<file path="src/rtl/bds_pkg.sv">
`timescale 1ns / 1ps
package bds_pkg;

   // Fixed geometry of one word.
   localparam int NCH        = 4;
   localparam int PIX_W      = 8;
   localparam int LANE_W     = PIX_W + 1;
   localparam int SRC_W      = 13;
   localparam int DST_W      = 12;
   localparam int CH_W       = 3;
   localparam int CSR_IDX_W  = 3;
   localparam int CSR_DATA_W = 13;

   // Register indexes of the configuration port.
   localparam logic [CSR_IDX_W-1:0] CSR_SRC_WIDTH     = 3'd0;
   localparam logic [CSR_IDX_W-1:0] CSR_SRC_HEIGHT    = 3'd1;
   localparam logic [CSR_IDX_W-1:0] CSR_DST_WIDTH     = 3'd2;
   localparam logic [CSR_IDX_W-1:0] CSR_DST_HEIGHT    = 3'd3;
   localparam logic [CSR_IDX_W-1:0] CSR_CHANNEL_COUNT = 3'd4;

   // Register values after reset.
   localparam logic [SRC_W-1:0] SRC_WIDTH_RST     = 13'd1;
   localparam logic [SRC_W-1:0] SRC_HEIGHT_RST    = 13'd1;
   localparam logic [DST_W-1:0] DST_WIDTH_RST     = 12'd1;
   localparam logic [DST_W-1:0] DST_HEIGHT_RST    = 12'd1;
   localparam logic [CH_W-1:0]  CHANNEL_COUNT_RST = 3'd4;

   typedef struct packed {
      logic [PIX_W-1:0] chan0;
      logic [PIX_W-1:0] chan1;
      logic [PIX_W-1:0] chan2;
      logic [PIX_W-1:0] chan3;
   } req_word_type;

   typedef struct packed {
      logic [PIX_W-1:0] out0;
      logic [PIX_W-1:0] out1;
      logic [PIX_W-1:0] out2;
      logic [PIX_W-1:0] out3;
      logic             frame_end;
   } rsp_word_type;

   // Word handed from the fetch stage to the reduce stage.
   typedef struct packed {
      logic [NCH-1:0][LANE_W-1:0] hsum;
      logic [NCH-1:0]             lane_on;
      logic                       use_mem;
      logic                       frame_end;
   } bds_stage_type;

endpackage

</file>
<file path="src/rtl/bds_reduce.sv">
`timescale 1ns / 1ps
module bds_reduce #(
   parameter int MAX_CHANNELS = 4,
   parameter int MW           = 36
) (
   input  logic                   clock,
   input  logic                   reset,
   input  logic                   s1_valid,
   input  bds_pkg::bds_stage_type s1_word,
   input  logic [MW-1:0]          rd_data,
   output logic                   s1_take,
   output logic                   rsp_valid,
   input  logic                   rsp_ready,
   output bds_pkg::rsp_word_type  rsp_word
);

   import bds_pkg::*;

   logic [NCH-1:0][PIX_W-1:0] avg;
   logic         rsp_valid_ff, rsp_valid_in;
   rsp_word_type rsp_word_ff, rsp_word_in;

   // Vertical sum of the two pair sums (or the single one doubled on the
   // last row), then round half up and divide by four.
   genvar g;
   for (g = 0; g < NCH; g++) begin : g_lane
      if (g < MAX_CHANNELS) begin : g_on
         logic [LANE_W:0] tot;
         logic [LANE_W:0] rnd;
         assign tot = s1_word.use_mem
                    ? ({1'b0, rd_data[g*LANE_W +: LANE_W]} + {1'b0, s1_word.hsum[g]})
                    : {s1_word.hsum[g], 1'b0};
         assign rnd = tot + (LANE_W+1)'(2);
         assign avg[g] = s1_word.lane_on[g] ? rnd[LANE_W:2] : '0;
      end else begin : g_off
         assign avg[g] = '0;
      end
   end

   assign s1_take = !rsp_valid_ff || rsp_ready;

   always_comb begin
      rsp_valid_in          = s1_take ? s1_valid : rsp_valid_ff;
      rsp_word_in.out0      = avg[0];
      rsp_word_in.out1      = avg[1];
      rsp_word_in.out2      = avg[2];
      rsp_word_in.out3      = avg[3];
      rsp_word_in.frame_end = s1_word.frame_end;
   end

   always_ff @(posedge clock) begin
      if (reset) begin
         rsp_valid_ff <= 1'b0;
      end else begin
         rsp_valid_ff <= rsp_valid_in;
      end
   end

   always_ff @(posedge clock) begin
      if (s1_take && s1_valid) begin
         rsp_word_ff <= rsp_word_in;
      end
   end

   assign rsp_valid = rsp_valid_ff;
   assign rsp_word  = rsp_word_ff;

endmodule

</file>
<file path="config.mk">
export PLATFORM = sky130hd
export DESIGN_NAME = bds_reduce
export DESIGN_NICKNAME = d
export VERILOG_FILES = /design/src/rtl/bds_pkg.sv /design/src/rtl/bds_reduce.sv
export SDC_FILE = /design/constraint.sdc
export NUM_CORES = 1
export LEC_CHECK = 0
export BUFFER_PORTS_ARGS = -buffer_cell sky130_fd_sc_hd__buf_2
export CAP_MARGIN = 20
export CORE_MARGIN = 3
export CORE_UTILIZATION = 57
export DETAILED_ROUTE_END_ITERATION = 12
export MAX_ROUTING_LAYER = met4
export PLACE_DENSITY = 0.88
export SLEW_MARGIN = 20
export SYNTH_ARGS = -nofsm -noshare
export SYNTH_HDL_FRONTEND = slang
export SYNTH_SLANG_ARGS = --single-unit
</file>
<file path="constraint.sdc">
create_clock -name clock -period 5.3 [get_ports clock]
set_clock_uncertainty 0.15 [all_clocks]
set_input_delay 0.53 -clock clock [delete_from_list [all_inputs] [get_ports clock]]
set_output_delay 0.53 -clock clock [all_outputs]
set_load 0.005 [all_outputs]
</file>
# Word-level counts from Yosys, hierarchy flattened
# Cells that the tools add are included.
# classes
n_addsub	8
mux	4
reduce_logical	3
# op_table
op	count
adder 10 x 2 -> 10 bit (second input constant)	4
adder 9 x 9 -> 10 bit	4
two-way mux 10 bit	4
logical AND 1 bit	1
logical NOT 1 bit	1
logical OR 1 bit	1
# word_totals
output_inout_bits	35
ff_bits	34
word_cells	21

# Logic depth before layout (Yosys ltp)
# depth
ltp_word	3
depth_mapped	11
ltp_nobuf	11

# Worst setup path after synthesis
# Ideal clock, no wire load.
# synth_timing
kind	input to register
start	in s1_word[24] (netlist bit)
end	reg rsp_word_ff (netlist bit rsp_word[16]) (data pin)
setup_slack_ns	2.366
path_stages	9
arrival_time_ns	2.529
required_ns	4.895
path_cell_list	and2_1 fa_1 a211oi_1 o21ai_0 a31oi_1 xnor2_1 mux2i_1 or4_1 and3_1
# synth_via
elab_chain_cells	3
# synth_lines
item	line_no	rtl
start, declared	bds_reduce.sv:9	input bds_pkg::bds_stage_type s1_word,
adder 9 x 9 -> 10 bit	bds_reduce.sv:31	? ({1'b0, rd_data[g*LANE_W +: LANE_W]} + {1'b0, s1_word.hsum[g]})
two-way mux 10 bit (*)	bds_reduce.sv:31	
adder 10 x 2 -> 10 bit (*)	bds_reduce.sv:33	assign rnd = tot + (LANE_W+1)'(2);
end signal, assigned	bds_reduce.sv:61	rsp_word_ff <= rsp_word_in;
end, declared	bds_reduce.sv:21	rsp_word_type rsp_word_ff, rsp_word_in;
# Every way passes the cells marked *; elsewhere a longest branch is shown, timed or not.
# A chain may end at the register's enable or synchronous reset.

# Final worst setup path
# layout_timing
start	in s1_word[1] (netlist bit)
end	reg rsp_word_ff (netlist bit rsp_word[16]) (data pin)
# layout_via
elab_chain_cells	2
# layout_lines
item	line_no
two-way mux 10 bit	bds_reduce.sv:31
adder 10 x 2 -> 10 bit	bds_reduce.sv:33
# Every way passes these cells.

==> impl_metrics.toml <==
[run_status]
status = "finished clean"

[synthesis]
synth_edf_count = 33
yosysWarningCount = 0
ys_seq_area_share_pct = 27.44
synthCells = 395
ys_async_sr_fraction_pct = 0
syn_area_mm2 = 0.003685
ys_ff_latch = 34
synth_top_area_share_pct = 26.89
postSynthAreaPerCell_um2 = 9.329
synth_top_area_cell = "edfxtp_1"
synth_cell_types = 67
synth_nets = 517
synth.area.top_cells = "edfxtp_1 (27%), ha_1 (12%), a21oi_1 (3.9%), and2_1 (3.4%), xnor2_1 (3.3%)"
synthFlopType = "edfxtp_1"

[cts]
clock_sinks = 34
htreeDepth = 2
clk_latency_ns = 0.28
cts.repair.resized = 0
clk_pin_slew_worst_paths_ns = 0.06
cts_tree = "built"
post_cts_buffers = 0
holdBufCountCts = 0
clockRootBuffer = "clkbuf_8"
clk_path_buf_depth = 2
cts_buffers = 5

[worst_setup_path]
cp-start-kind = "primary input"
crit_arrival_ns = 2.98
critPathKind = "primary input to flop"
worst_r2r_startpoint = "rsp_valid"
r2r_slack_ns = 3.89
crit_fanout = 61
timing.rr.end = "rsp_word[3]"
worst_ep_required_time_ns = 5.19
rr_worst_depth = 3
end_kind = "flop"
worstSetupStartpoint = "s1_word[1]"

[global_route]
antenna_found_initial = 0
grt_max_degree = 62
met3_usage_pct = 3.802
grt_pass1_vias = 3254
grt_pass1_wl_um = 13920
globalRoute.busiestLayer = "met2"
gr-usage-met1_pct = 27.54
use_met2_pct = 40.61
track_usage_pct = 23.38
globalRouteOverflowTotal = 0

[place]
routabilityCongestion = 0.9110
dpl.hpwl_um = 6831
io_buffers = 116

[timing]
min_period_ns = 3.091
slew_headroom_pct = 55.76
fmax_mhz = 323.5
slew_viol_final = 0
rsz0062_at_grt = "no"
min_period_over_period_pct = 58.33
tightest_slew_ns = 0.6595
hold_viol_final = 0
setup_tns_ns = 0
setup-violations-final = 0

[hold_path]
holdPathEnd = "rsp_valid"
min_path_type = "primary input to flop"
hp-start = "reset"
hold_depth = 2

[power]
p_clk_share_pct = 20.9
switching_power_uw = 282.9
finalPower_uw = 866.2
pwr-share-seq_pct = 38.4
p_per_area_mw_per_mm2 = 197.3
power.share.switching_pct = 32.67
share_comb_of_total_power_pct = 40.7
ir_drop_v = 0.0001449
intPower_uw = 583.2
p_leak_nw = 1.974

[finish]
nNetsFinal = 632
area_delta_synth_final_pct = 19.12
fillCellCount = 479
drive_gt1_share_pct = 28.57
antenna_cells = 0

[routing]
wire_per_inst_um = 14.19
vias = 3473
drcViolationCount = 0
drtPass1Iterations = 5
totalWireLength_um = 8316
antenna_left = 0
vias_per_cell = 5.927
drt-initial-drc-count = 185

[flow_run]
max_cap_viol_count = 0

[die]
placementRows = 28
dieArea_mm2 = 0.007465
chipWidth_um = 86.40
die_h_um = 86.40
io_pins = 117
coreArea_mm2 = 0.006096
start_util_pct = 60.45
-- kinds of logic after synthesis --
family | after synthesis | share of synthesized area (%)
muxes | 11 | 3.056
DFF | 34 | 27.44
xor gates and xnor gates | 22 | 5.229
AOI/OAI and AO/OA | 114 | 21.29
buffers and inverters | 27 | 3.463
adders and majority gates | 40 | 14.40
and+or+nand+nor | 147 | 25.13
-- power by group through the flow --
stage	clock network, mW	registers, mW	logic (mW)
2_1_floorplan	0	0.343	0.240
3_3_place_gp	0	0.338	0.337
3_5_place_dp	0	0.339	0.351
4_1_cts	0.183	0.333	0.352
5_1_grt	0.200	0.335	0.399
6_report	0.181	0.332	0.353
-- through the flow --
| stage | cells | utilization (%) | instance area, µm² | setup WS, ns | hold slack [ns] |
|---|---|---|---|---|---|
| 2_1_floorplan | 395 | - | 3685 | 2.366 | 0.3725 |
| 3_3_place_gp | 578 | 70.65 | 4307 | 1.616 | 0.3380 |
| 3_5_place_dp | 578 | 70.65 | 4307 | 1.510 | 0.3651 |
| 4_1_cts | 586 | 71.96 | 4387 | 1.812 | 0.2549 |
| 5_1_grt | 586 | 72.00 | 4389 | 2.046 | 0.2559 |
| 6_report | 586 | 72.00 | 4389 | 2.209 | 0.2570 |
-- placed cells by master, fill, tap and decap left out, types with 13 or more instances in the layout --
cell / n
xnor2_1: 14
a21oi_1: 29
nand2_1: 25
o21ai_0: 16
ha_1: 36
inv_1: 17
edfxtp_1: 33
buf_2: 115
nor2b_1: 13
and2_1: 20
-- per-layer routing --
metal,up-vias,wire [µm]
met5,-,0
met4,0,142
met3,15,518
met2,123,4206
met1,1586,3448
li1,1749,-
-- registers in the layout, summed over array words and instances, names as in the netlist --
signal     cells
rsp_valid      1
rsp_word      33
-- cell type report --
cell class	instances	area [µm²]	share of cell area (%)
Clock buffer	8	80.08	1.824
Inverter	18	67.56	1.539
Multi-Input combinational cell	334	2546	58.01
Timing Repair Buffer	117	590.6	13.45
Tap cell	75	93.84	2.138
Sequential cell	34	1011	23.03
-- cells in the mapped netlist (7+ instances only) --
cell type  number
a21oi_1        29
nor2_1         10
nand4_1        11
inv_1          17
xnor2_1        14
ha_1           36
nor3_1          7
a211oi_1        9
o31ai_1         8
nand2_1        25
xor2_1          8
edfxtp_1       33
nand2b_1        7
a21o_1          7
or3_1           9
mux2i_1         9
nor2b_1        13
o21ai_0        16
and2_1         20
and3b_1         8
o211ai_1        9
-- worst max-delay path, cell delays in order --
cell	delay [ns]
buf_4	0.50
inv_2	0.36
a211oi_1	0.37
nor3_1	0.13
nor3b_2	0.27
nand3_2	0.13
or4_1	0.49
and3_1	0.17
-- how the worst max path moves through the flow --
| stage | to | slack [ns] | depth (start not counted) |
|---|---|---|---|
| after floorplan | rsp_word[16] | 2.37 | 9 |
| after global placement | rsp_word[16] | 1.62 | 8 |
| after detailed placement | rsp_word[16] | 1.51 | 8 |
| after CTS | rsp_word[16] | 1.81 | 8 |
| after global routing | rsp_word[16] | 2.05 | 8 |
| final | rsp_word[16] | 2.21 | 8 |
(Power assumes the default switching activity.)
