$ cat config.mk
export PLATFORM = sky130hd
export DESIGN_NAME = bds_fetch
export DESIGN_NICKNAME = d
export VERILOG_FILES = /design/src/rtl/bds_pkg.sv /design/src/rtl/bds_fetch.sv
export SDC_FILE = /design/constraint.sdc
export NUM_CORES = 1
export LEC_CHECK = 0
export BUFFER_PORTS_ARGS = -buffer_cell sky130_fd_sc_hd__buf_2
export CORE_UTILIZATION = 47
export CTS_CLUSTER_DIAMETER = 40
export DETAILED_ROUTE_END_ITERATION = 12
export PLACE_DENSITY = 0.7
export SYNTH_ARGS = -nofsm -noshare
export SYNTH_HDL_FRONTEND = slang
export SYNTH_SLANG_ARGS = --single-unit
$ cat constraint.sdc
create_clock -name clock -period 8.7 [get_ports clock]
set_input_delay 1.74 -clock clock [delete_from_list [all_inputs] [get_ports clock]]
set_output_delay 1.74 -clock clock [all_outputs]
set_load 0.01 [all_outputs]
$ cat src/rtl/bds_pkg.sv
`timescale 1ns / 1ps
package bds_pkg;

   // Fixed geometry of one word.
   localparam int NCH        = 4;
   localparam int PIX_W      = 8;
   localparam int LANE_W     = PIX_W + 1;
   localparam int SRC_W      = 13;
   localparam int DST_W      = 12;
   localparam int CH_W       = 3;
   localparam int CSR_IDX_W  = 3;
   localparam int CSR_DATA_W = 13;

   // Register indexes of the configuration port.
   localparam logic [CSR_IDX_W-1:0] CSR_SRC_WIDTH     = 3'd0;
   localparam logic [CSR_IDX_W-1:0] CSR_SRC_HEIGHT    = 3'd1;
   localparam logic [CSR_IDX_W-1:0] CSR_DST_WIDTH     = 3'd2;
   localparam logic [CSR_IDX_W-1:0] CSR_DST_HEIGHT    = 3'd3;
   localparam logic [CSR_IDX_W-1:0] CSR_CHANNEL_COUNT = 3'd4;

   // Register values after reset.
   localparam logic [SRC_W-1:0] SRC_WIDTH_RST     = 13'd1;
   localparam logic [SRC_W-1:0] SRC_HEIGHT_RST    = 13'd1;
   localparam logic [DST_W-1:0] DST_WIDTH_RST     = 12'd1;
   localparam logic [DST_W-1:0] DST_HEIGHT_RST    = 12'd1;
   localparam logic [CH_W-1:0]  CHANNEL_COUNT_RST = 3'd4;

   typedef struct packed {
      logic [PIX_W-1:0] chan0;
      logic [PIX_W-1:0] chan1;
      logic [PIX_W-1:0] chan2;
      logic [PIX_W-1:0] chan3;
   } req_word_type;

   typedef struct packed {
      logic [PIX_W-1:0] out0;
      logic [PIX_W-1:0] out1;
      logic [PIX_W-1:0] out2;
      logic [PIX_W-1:0] out3;
      logic             frame_end;
   } rsp_word_type;

   // Word handed from the fetch stage to the reduce stage.
   typedef struct packed {
      logic [NCH-1:0][LANE_W-1:0] hsum;
      logic [NCH-1:0]             lane_on;
      logic                       use_mem;
      logic                       frame_end;
   } bds_stage_type;

endpackage

$ cat src/rtl/bds_fetch.sv
`timescale 1ns / 1ps
module bds_fetch #(
   parameter int MAX_SRC_WIDTH = 4096,
   parameter int MAX_CHANNELS  = 4,
   parameter int ADW           = 11,
   parameter int MW            = 36
) (
   input  logic                           clock,
   input  logic                           reset,
   input  logic                           csr_valid,
   input  logic [bds_pkg::CSR_IDX_W-1:0]  csr_index,
   input  logic [bds_pkg::CSR_DATA_W-1:0] csr_wdata,
   input  logic                           req_valid,
   output logic                           req_ready,
   input  bds_pkg::req_word_type          req_word,
   input  logic                           s1_take,
   output logic                           s1_valid,
   output bds_pkg::bds_stage_type         s1_word,
   output logic                           mem_wr_en,
   output logic                           mem_rd_en,
   output logic [ADW-1:0]                 mem_addr,
   output logic [MW-1:0]                  mem_wdata
);

   import bds_pkg::*;

   localparam int SWW = $clog2(MAX_SRC_WIDTH + 1);
   localparam int AW  = ((SWW > SRC_W) ? SWW : SRC_W) + 1;
   localparam int CW  = $clog2(MAX_SRC_WIDTH);
   localparam int RW  = SRC_W + 1;

   logic [SRC_W-1:0] src_width_ff, src_height_ff;
   logic [DST_W-1:0] dst_width_ff, dst_height_ff;
   logic [CH_W-1:0]  ch_count_ff;

   logic [CW-1:0]    col_ff, col_in;
   logic [SRC_W-1:0] row_ff, row_in;
   logic [MAX_CHANNELS-1:0][PIX_W-1:0] pair_ff;

   logic          s1_valid_ff, s1_valid_in;
   bds_stage_type s1_word_ff, s1_word_in;

   logic [AW-1:0] sw_a, half_w, dstw_a, dw_a, col_a, xd_a;
   logic [RW-1:0] sh_r, half_h, dsth_r, dh_r, row_r, yd_r;
   logic [CH_W-1:0] ch_eff;
   logic [NCH-1:0][PIX_W-1:0]  px;
   logic [NCH-1:0][LANE_W-1:0] hsum;
   logic [NCH-1:0]             lane_on;
   logic accept, in_area, col_last, row_last, hdone, emit, pair_load, frame_end;

   // Configuration registers; a write to any index restarts the frame.
   always_ff @(posedge clock) begin
      if (reset) begin
         src_width_ff  <= SRC_WIDTH_RST;
         src_height_ff <= SRC_HEIGHT_RST;
         dst_width_ff  <= DST_WIDTH_RST;
         dst_height_ff <= DST_HEIGHT_RST;
         ch_count_ff   <= CHANNEL_COUNT_RST;
      end else if (csr_valid) begin
         unique case (csr_index)
            CSR_SRC_WIDTH:     src_width_ff  <= csr_wdata;
            CSR_SRC_HEIGHT:    src_height_ff <= csr_wdata;
            CSR_DST_WIDTH:     dst_width_ff  <= csr_wdata[DST_W-1:0];
            CSR_DST_HEIGHT:    dst_height_ff <= csr_wdata[DST_W-1:0];
            CSR_CHANNEL_COUNT: ch_count_ff   <= csr_wdata[CH_W-1:0];
            default: ;
         endcase
      end
   end

   // Effective extents: zero acts as one, destination clamps to half the source.
   always_comb begin
      sw_a = (src_width_ff == '0) ? AW'(1) : AW'(src_width_ff);
      if (sw_a > AW'(MAX_SRC_WIDTH)) begin
         sw_a = AW'(MAX_SRC_WIDTH);
      end
      half_w = (sw_a + AW'(1)) >> 1;
      dstw_a = (dst_width_ff == '0) ? AW'(1) : AW'(dst_width_ff);
      dw_a   = (dstw_a > half_w) ? half_w : dstw_a;

      sh_r   = (src_height_ff == '0) ? RW'(1) : RW'(src_height_ff);
      half_h = (sh_r + RW'(1)) >> 1;
      dsth_r = (dst_height_ff == '0) ? RW'(1) : RW'(dst_height_ff);
      dh_r   = (dsth_r > half_h) ? half_h : dsth_r;

      ch_eff = (ch_count_ff > CH_W'(MAX_CHANNELS)) ? CH_W'(MAX_CHANNELS) : ch_count_ff;
   end

   assign px = {req_word.chan3, req_word.chan2, req_word.chan1, req_word.chan0};

   assign col_a    = AW'(col_ff);
   assign xd_a     = col_a >> 1;
   assign row_r    = RW'(row_ff);
   assign yd_r     = row_r >> 1;
   assign col_last = (col_a + AW'(1)) >= sw_a;
   assign row_last = (row_r + RW'(1)) >= sh_r;
   assign in_area  = (xd_a < dw_a) && (yd_r < dh_r);

   // A horizontal pair is complete on an odd column, or on the last column
   // where the even pixel counts twice.
   assign hdone     = in_area && (col_ff[0] || col_last);
   assign pair_load = in_area && !col_ff[0] && !col_last;
   assign emit      = hdone && (row_ff[0] || row_last);
   assign frame_end = (xd_a == dw_a - AW'(1)) && (yd_r == dh_r - RW'(1));

   genvar g;
   for (g = 0; g < NCH; g++) begin : g_lane
      if (g < MAX_CHANNELS) begin : g_on
         assign hsum[g] = col_ff[0] ? ({1'b0, pair_ff[g]} + {1'b0, px[g]})
                                    : {px[g], 1'b0};
         assign mem_wdata[g*LANE_W +: LANE_W] = hsum[g];
      end else begin : g_off
         assign hsum[g] = '0;
      end
      assign lane_on[g] = CH_W'(g) < ch_eff;
   end

   assign req_ready = !s1_valid_ff || s1_take;
   assign accept    = req_valid && req_ready;

   // Even rows park their pair sums, odd rows fetch them back.
   assign mem_wr_en = accept && hdone && !row_ff[0] && !row_last;
   assign mem_rd_en = accept && hdone && row_ff[0];
   assign mem_addr  = xd_a[ADW-1:0];

   always_comb begin
      col_in = col_ff;
      row_in = row_ff;
      if (csr_valid) begin
         col_in = '0;
         row_in = '0;
      end else if (accept) begin
         if (col_last) begin
            col_in = '0;
            row_in = row_last ? '0 : row_ff + SRC_W'(1);
         end else begin
            col_in = col_ff + CW'(1);
         end
      end

      s1_word_in.hsum      = hsum;
      s1_word_in.lane_on   = lane_on;
      s1_word_in.use_mem   = row_ff[0];
      s1_word_in.frame_end = frame_end;

      if (accept) begin
         s1_valid_in = emit;
      end else begin
         s1_valid_in = s1_valid_ff && !s1_take;
      end
   end

   always_ff @(posedge clock) begin
      if (reset) begin
         col_ff      <= '0;
         row_ff      <= '0;
         s1_valid_ff <= 1'b0;
      end else begin
         col_ff      <= col_in;
         row_ff      <= row_in;
         s1_valid_ff <= s1_valid_in;
      end
   end

   always_ff @(posedge clock) begin
      if (accept && pair_load) begin
         pair_ff <= px[MAX_CHANNELS-1:0];
      end
      if (accept && emit) begin
         s1_word_ff <= s1_word_in;
      end
   end

   assign s1_valid = s1_valid_ff;
   assign s1_word  = s1_word_ff;

endmodule

Yosys cells after proc, flatten, opt, wreduce, memory -nomap -nowiden
Index checks and enable logic that the tools add are counted.
{"block": "op_classes", "n_reduce_logical": 35, "shifts": 0, "add_sub_neg": 12, "n_lt_le_gt_ge": 12, "n_div": 0, "n_mul": 0, "n_eq_ne": 6, "mux": 15, "bitwise_logic": 0}
{"cell": "13-bit 2-to-1 mux", "n": 6}
{"cell": "8-bit by 8-bit adder with 9-bit output", "n": 4}
{"cell": "12-bit 2-to-1 mux", "n": 3}
{"cell": "9-bit 2-to-1 mux", "n": 4}
{"cell": "13-bit by 1-bit adder with 14-bit output, second input constant", "n": 2}
{"cell": "13-bit by 1-bit subtractor with 14-bit output, second input constant", "n": 2}
{"cell": "12-bit by 13-bit > comparator with 1-bit output", "n": 2}
{"cell": "13-bit logical NOT", "n": 2}
{"cell": "12-bit logical NOT", "n": 2}
{"cell": "14-bit by 1-bit adder with 14-bit output, second input constant", "n": 1}
{"cell": "11-bit by 14-bit == test with 1-bit output", "n": 1}
{"cell": "12-bit by 14-bit == test with 1-bit output", "n": 1}
{"cell": "13-bit by 14-bit >= comparator with 1-bit output", "n": 1}
{"cell": "14-bit by 13-bit >= comparator with 1-bit output", "n": 1}
{"cell": "1-bit logical AND", "n": 14}
{"cell": "12-bit by 1-bit adder with 13-bit output, second input constant", "n": 1}
{"cell": "13-bit by 1-bit adder with 13-bit output, second input constant", "n": 1}
{"cell": "13-bit > comparator, second input constant", "n": 1}
{"cell": "11-bit by 13-bit < comparator with 1-bit output", "n": 1}
{"cell": "12-bit by 13-bit < comparator with 1-bit output", "n": 1}
{"cell": "12-bit by 1-bit adder with 12-bit output, second input constant", "n": 1}
{"cell": "2-bit AND reduction", "n": 6}
{"cell": "3-bit by 2-bit == test with 1-bit output, second input constant", "n": 2}
{"cell": "1-bit logical NOT", "n": 6}
{"cell": "other kinds (10)", "n": 14}
{"block": "totals", "n_memories": 0, "romBits": 0, "out_inout_bits": 93, "ramBits": 0, "ff_bits": 153, "latch_bits": 0, "wordCells": 99, "input_bits": 53}

Logic depth before layout (Yosys ltp)
{"block": "logic_depth", "ltp_word": 13, "mapped_depth": 31, "depth_no_buf": 28}

Least setup slack after synthesis
OpenSTA, ideal clock, no wires.
{"block": "synth_timing", "kind": "reg2reg", "start": "register src_width_ff[6]", "end": "register s1_word_ff, in the netlist s1_word[0] (enable)", "stages_incl_launch_ff": 28, "t_arrival_ps": 8464, "path_buffers": 3, "setup_time_ps": 494, "t_required_ps": 8206, "period_less_slack_ps": 8958, "setup_slack_ps": -258, "cell_sequence": "dfxtp_1 > clkbuf_1 > nor3_1 > nand4_1 > a21oi_1 > ha_1 > nand4_4 > or4_4 > and2_1 > ha_1 > a2111oi_2 > o21ai_1 > o21ai_4 > buf_6 > buf_6 > nor2_1 > a21oi_1 > ha_1 > nor2b_1 > o21a_1 > o21a_1 > o21a_1 > o21a_1 > o21a_1 > o21ai_0 > a211oi_1 > or4_1 > nor3_1"}
{"block": "synth_via", "elab_chain_len": 12, "elab_cells_between_ends": 14, "classes_between": "add/sub (1); order compare (4); mux (3); reduce/logical (6)"}
{"element": "from (decl)", "line_no": "bds_fetch.sv:32", "rtl": "logic [SRC_W-1:0] src_width_ff, src_height_ff;"}
{"element": "from (signal assigned)", "line_no": "bds_fetch.sv:61", "rtl": "CSR_SRC_WIDTH: src_width_ff <= csr_wdata;"}
{"element": "13-bit logical NOT", "line_no": "bds_fetch.sv:73", "rtl": "sw_a = (src_width_ff == '0) ? AW'(1) : AW'(src_width_ff);"}
{"element": "13-bit 2-to-1 mux *", "line_no": "bds_fetch.sv:73"}
{"element": "13-bit > comparator", "line_no": "bds_fetch.sv:74", "rtl": "if (sw_a > AW'(MAX_SRC_WIDTH)) begin"}
{"element": "13-bit 2-to-1 mux *", "line_no": "bds_fetch.sv:74"}
{"element": "14-bit by 1-bit adder with 14-bit output", "line_no": "bds_fetch.sv:77", "rtl": "half_w = (sw_a + AW'(1)) >> 1;"}
{"element": "12-bit by 13-bit > comparator with 1-bit output", "line_no": "bds_fetch.sv:79", "rtl": "dw_a = (dstw_a > half_w) ? half_w : dstw_a;"}
{"element": "13-bit 2-to-1 mux", "line_no": "bds_fetch.sv:79"}
{"element": "11-bit by 13-bit < comparator with 1-bit output", "line_no": "bds_fetch.sv:97", "rtl": "assign in_area = (xd_a < dw_a) && (yd_r < dh_r);"}
{"element": "1-bit logical AND", "line_no": "bds_fetch.sv:97"}
{"element": "1-bit logical AND *", "line_no": "bds_fetch.sv:101", "rtl": "assign hdone = in_area && (col_ff[0] || col_last);"}
{"element": "1-bit logical AND *", "line_no": "bds_fetch.sv:103", "rtl": "assign emit = hdone && (row_ff[0] || row_last);"}
{"element": "1-bit logical AND *", "line_no": "bds_fetch.sv:169", "rtl": "if (accept && emit) begin"}
{"element": "to (signal assigned)", "line_no": "bds_fetch.sv:170", "rtl": "s1_word_ff <= s1_word_in;"}
{"element": "to (decl)", "line_no": "bds_fetch.sv:41", "rtl": "bds_stage_type s1_word_ff, s1_word_in;"}
Every way passes the cells marked *; elsewhere a longest branch is shown, timed or not.
A chain may end at the register's enable or synchronous reset.

Worst setup path after layout
{"block": "layout_timing", "start": "register src_width_ff[0]", "end": "output mem_rd_en"}
{"block": "layout_via", "elab_chain_len": 12, "elab_cells_between_ends": 14, "classes_between": "add/sub (1); order compare (4); mux (3); reduce/logical (6)"}
{"element": "13-bit logical NOT", "line_no": "bds_fetch.sv:73"}
{"element": "13-bit 2-to-1 mux *", "line_no": "bds_fetch.sv:73"}
{"element": "13-bit > comparator", "line_no": "bds_fetch.sv:74"}
{"element": "13-bit 2-to-1 mux *", "line_no": "bds_fetch.sv:74"}
{"element": "14-bit by 1-bit adder with 14-bit output", "line_no": "bds_fetch.sv:77"}
{"element": "12-bit by 13-bit > comparator with 1-bit output", "line_no": "bds_fetch.sv:79"}
{"element": "13-bit 2-to-1 mux", "line_no": "bds_fetch.sv:79"}
{"element": "11-bit by 13-bit < comparator with 1-bit output", "line_no": "bds_fetch.sv:97"}
{"element": "1-bit logical AND", "line_no": "bds_fetch.sv:97"}
{"element": "1-bit logical AND *", "line_no": "bds_fetch.sv:101"}
{"element": "1-bit logical AND * (2 in series)", "line_no": "bds_fetch.sv:123", "rtl": "assign mem_rd_en = accept && hdone && row_ff[0];"}
{"element": "to (decl)", "line_no": "bds_fetch.sv:20", "rtl": "output logic mem_rd_en,"}
Marked as above.

==> impl_metrics.py <==
metrics = {
    "outcome": {
        "status": "finished clean",
    },
    "logic_synthesis": {
        "seq_area_frac_synth_pct": 34.2,
        "synth_top_area_cell": "edfxtp_1",
        "synth_edf_count": 74,
        "synth_warnings": 0,
        "syn-num-nets": 1416,
        "netlist_area_um2": 11100,
        "synthFlopType": "dfxtp_1",
        "synth_most_common_cell": "nand2_1",
        "synth-seq-cells": 153,
        "yosysTopAreaCellShare_pct": 20.0,
        "netlist_top_cells_area": "edfxtp_1 (20%), dfxtp_1 (14%), ha_1 (12%), nand2_1 (5.4%), a21oi_1 (5.0%)",
        "synth_cells": 1251,
        "async_flop_share_pct": 0,
        "synth_cell_types": 77,
        "yosys-top-cells-count": "nand2_1 (161), a21oi_1 (111), ha_1 (108)",
        "avgSynthCellArea_um2": 8.89,
    },
    "grt": {
        "antenna_found_initial": 0,
        "grt.total_usage_pct": 24.2,
        "grt_pass1_vias": 8683,
        "grt_first_pass_wirelength_um": 46200,
        "grt_max_degree": 58,
        "grt-ovfl-total": 0,
    },
    "die": {
        "die-area_um2": 24300,
        "core_um2": 22900,
        "initial_core_util_pct": 48.6,
        "die_width_um": 156,
        "fp.dieH_um": 156,
        "rows": 55,
        "io_pins": 146,
    },
    "place": {
        "gp_congestion": 0.907,
        "placedCellCount": 1630,
        "hpwl_um": 22500,
        "port_buffers": 145,
    },
    "setup_path": {
        "cp-start-kind": "flop",
        "critical-path-slowest-cell": "or4_4",
        "rr_worst_depth": 28,
        "r2r_start": "src_width_ff[0]",
        "end_kind": "output pin",
        "path_max_fanout": 21,
        "worstSetupPathType": "reg -> out",
        "cp_common_cell": "o21a_1",
        "worst_ep_required_time_ns": 6.96,
        "arrival_ns": 6.34,
        "worstSetupStartpoint": "src_width_ff[0]",
        "max_stage_delay_ns": 0.56,
    },
    "routing": {
        "final_antenna_net_count": 0,
        "drt_first_pass_iters": 5,
        "drc": 0,
        "via_per_inst": 5.65,
        "wl_um": 29200,
        "vias": 9393,
        "first_iter_violations": 714,
        "wire_per_inst_um": 17.6,
    },
    "timing": {
        "finalSetupTns_ns": 0,
        "maxSlewHeadroom_pct": 28.9,
        "min_period_ns": 8.08,
        "skew_ns": 0.0111,
        "hold_violations": 0,
        "min_period_over_period_pct": 92.9,
        "tightest_slew_ns": 1.07,
        "holdWs_ns": 0.508,
        "fmax_ghz": 0.124,
        "setup_viol": 0,
        "rsz0062_at_grt": "false",
        "report.final.slew_viol_count": 0,
    },
    "clocking": {
        "clk_pin_slew_ns": 0.07,
        "cts_root_buffer": "clkbuf_16",
        "cts_made_buffers": 17,
        "worst_skew_pair.late_latency_ns": 0.43,
        "ctsHtreeMaxLevel": 4,
        "clk_path_buf_depth": 2,
        "clkSinkCount": 153,
        "cts_tree": "built",
    },
    "power_and_ir_drop": {
        "powerDensity_nw_per_um2": 165,
        "ir_worst_vdd_mv": 0.118,
        "p_leak_nw": 5.06,
    },
    "layout": {
        "final_cells": 1662,
        "fin_nets": 1501,
        "synthToLayoutAreaGrowth_pct": 13.0,
        "multi_input_area_um2": 6760,
        "nFillCells": 2118,
        "layout-drive-gt1-share_pct": 19.2,
        "n_antenna_cell": 0,
        "regArea_um2": 3800,
    },
    "min_path": {
        "hold_path.class": "reg -> reg",
        "holdPathStages": 2,
        "hp-start": "src_width_ff[11]",
    },
    "flow_run": {
        "drv_cap": 0,
    },
}
## worst max-delay path, delay by kind of cell, from the launching register on
| family | cells | cell delay (ns) |
|---|---|---|
| compound gates | 11 | 1.74 |
| flops | 1 | 0.38 |
| simple gates | 11 | 2.53 |
| fa+ha+maj | 3 | 0.70 |
| buf+inv | 3 | 0.54 |
## path summary, 6_finish.rpt
kind | slack (ns) | end
setup / recovery | 0.62 | mem_rd_en
hold / removal | 0.51 | src_width_ff[11]
setup reg to reg | 1.83 | s1_word[33]
hold reg to reg | 0.51 | src_width_ff[11]
## final cells by class
type                    instances  share of cell area (%)
well taps                     313                    3.12
clock buffers                  17                    3.38
repair buffers                153                    6.25
flip-flops and latches        153                    30.3
inverters                      60                    1.79
clock inverters                15                    1.43
multi-input cells             951                    53.8
## cells by family (layout without fill, tap and decap cells)
kind of cell,Yosys count,after routing,share of synthesized area (%)
adder cells (fa/ha/maj),113,113,13.0
buffers and inverters,147,245,5.61
multiplexers,50,50,5.12
XOR/XNOR,91,91,7.29
AO/OA/AOI/OAI,279,279,15.9
AND/OR/NAND/NOR,418,418,18.9
flip-flops,153,153,34.2
## through the flow
step | setup slack, ns | area [um^2] | power, mW | utilization [%]
floorplan | 0.426 | 11100 | 1.17 | -
global placement | 0.858 | 11900 | 1.30 | 52.0
detailed placement | 0.750 | 11900 | 1.31 | 52.0
CTS | 0.249 | 12500 | 2.08 | 54.7
global route | 0.0288 | 12600 | 2.17 | 54.9
finish | 0.620 | 12600 | 2.08 | 54.9
## where the power goes
group / leakage, nW / switching (mW) / internal, mW / total, mW
Clock: 0.292 / 0.345 / 0.435 / 0.780
Combinational: 3.45 / 0.279 / 0.187 / 0.466
Sequential: 1.32 / 0.0213 / 0.811 / 0.833
## sequential cells by signal (all words and copies together), names as in the netlist
signal         count
dst_height_ff     12
dst_width_ff      12
row_ff            13
ch_count_ff        3
s1_word           42
src_height_ff     13
pair_ff           32
src_width_ff      13
col_ff            12
s1_valid           1
## cells in the final DEF (no fill, tap or decap), types with 9 or more instances in the layout
master / netlist / routed
ha_1: 108 / 107
buf_2: 12 / 145
clkbuf_16: 0 / 17
dfxtp_1: 79 / 78
and2_1: 11 / 11
nor3_1: 31 / 27
mux2i_1: 17 / 17
xnor2_1: 56 / 56
nor2_1: 65 / 65
nand3_1: 30 / 30
o21a_1: 19 / 19
mux2_2: 27 / 27
a21oi_1: 111 / 111
o21ai_0: 51 / 51
nand2b_1: 16 / 16
nor4_1: 16 / 14
edfxtp_1: 74 / 74
nand2_1: 161 / 161
nor2b_1: 14 / 14
inv_1: 59 / 59
xor2_1: 34 / 34
nand3b_1: 12 / 12
a21o_1: 27 / 27
a211oi_1: 9 / 9
and3_1: 17 / 17
## what timing repair did
action / in CTS / in global routing
endpoints found under the setup margin: 0 / 2
buffers inserted: 0 / 0
resized for setup: 0 / 9
hold buffers: 0 / 0
## layer usage
| layer | wire, um | up-vias | GRT usage [%] |
|---|---|---|---|
| met4 | 678 | 0 | 8.82 |
| met3 | 1700 | 46 | 3.00 |
| met5 | 0 | - | 0 |
| met2 | 13000 | 330 | 38.1 |
| met1 | 13800 | 4409 | 34.0 |
| li1 | - | 4608 | - |
(Power assumes the default switching activity.)
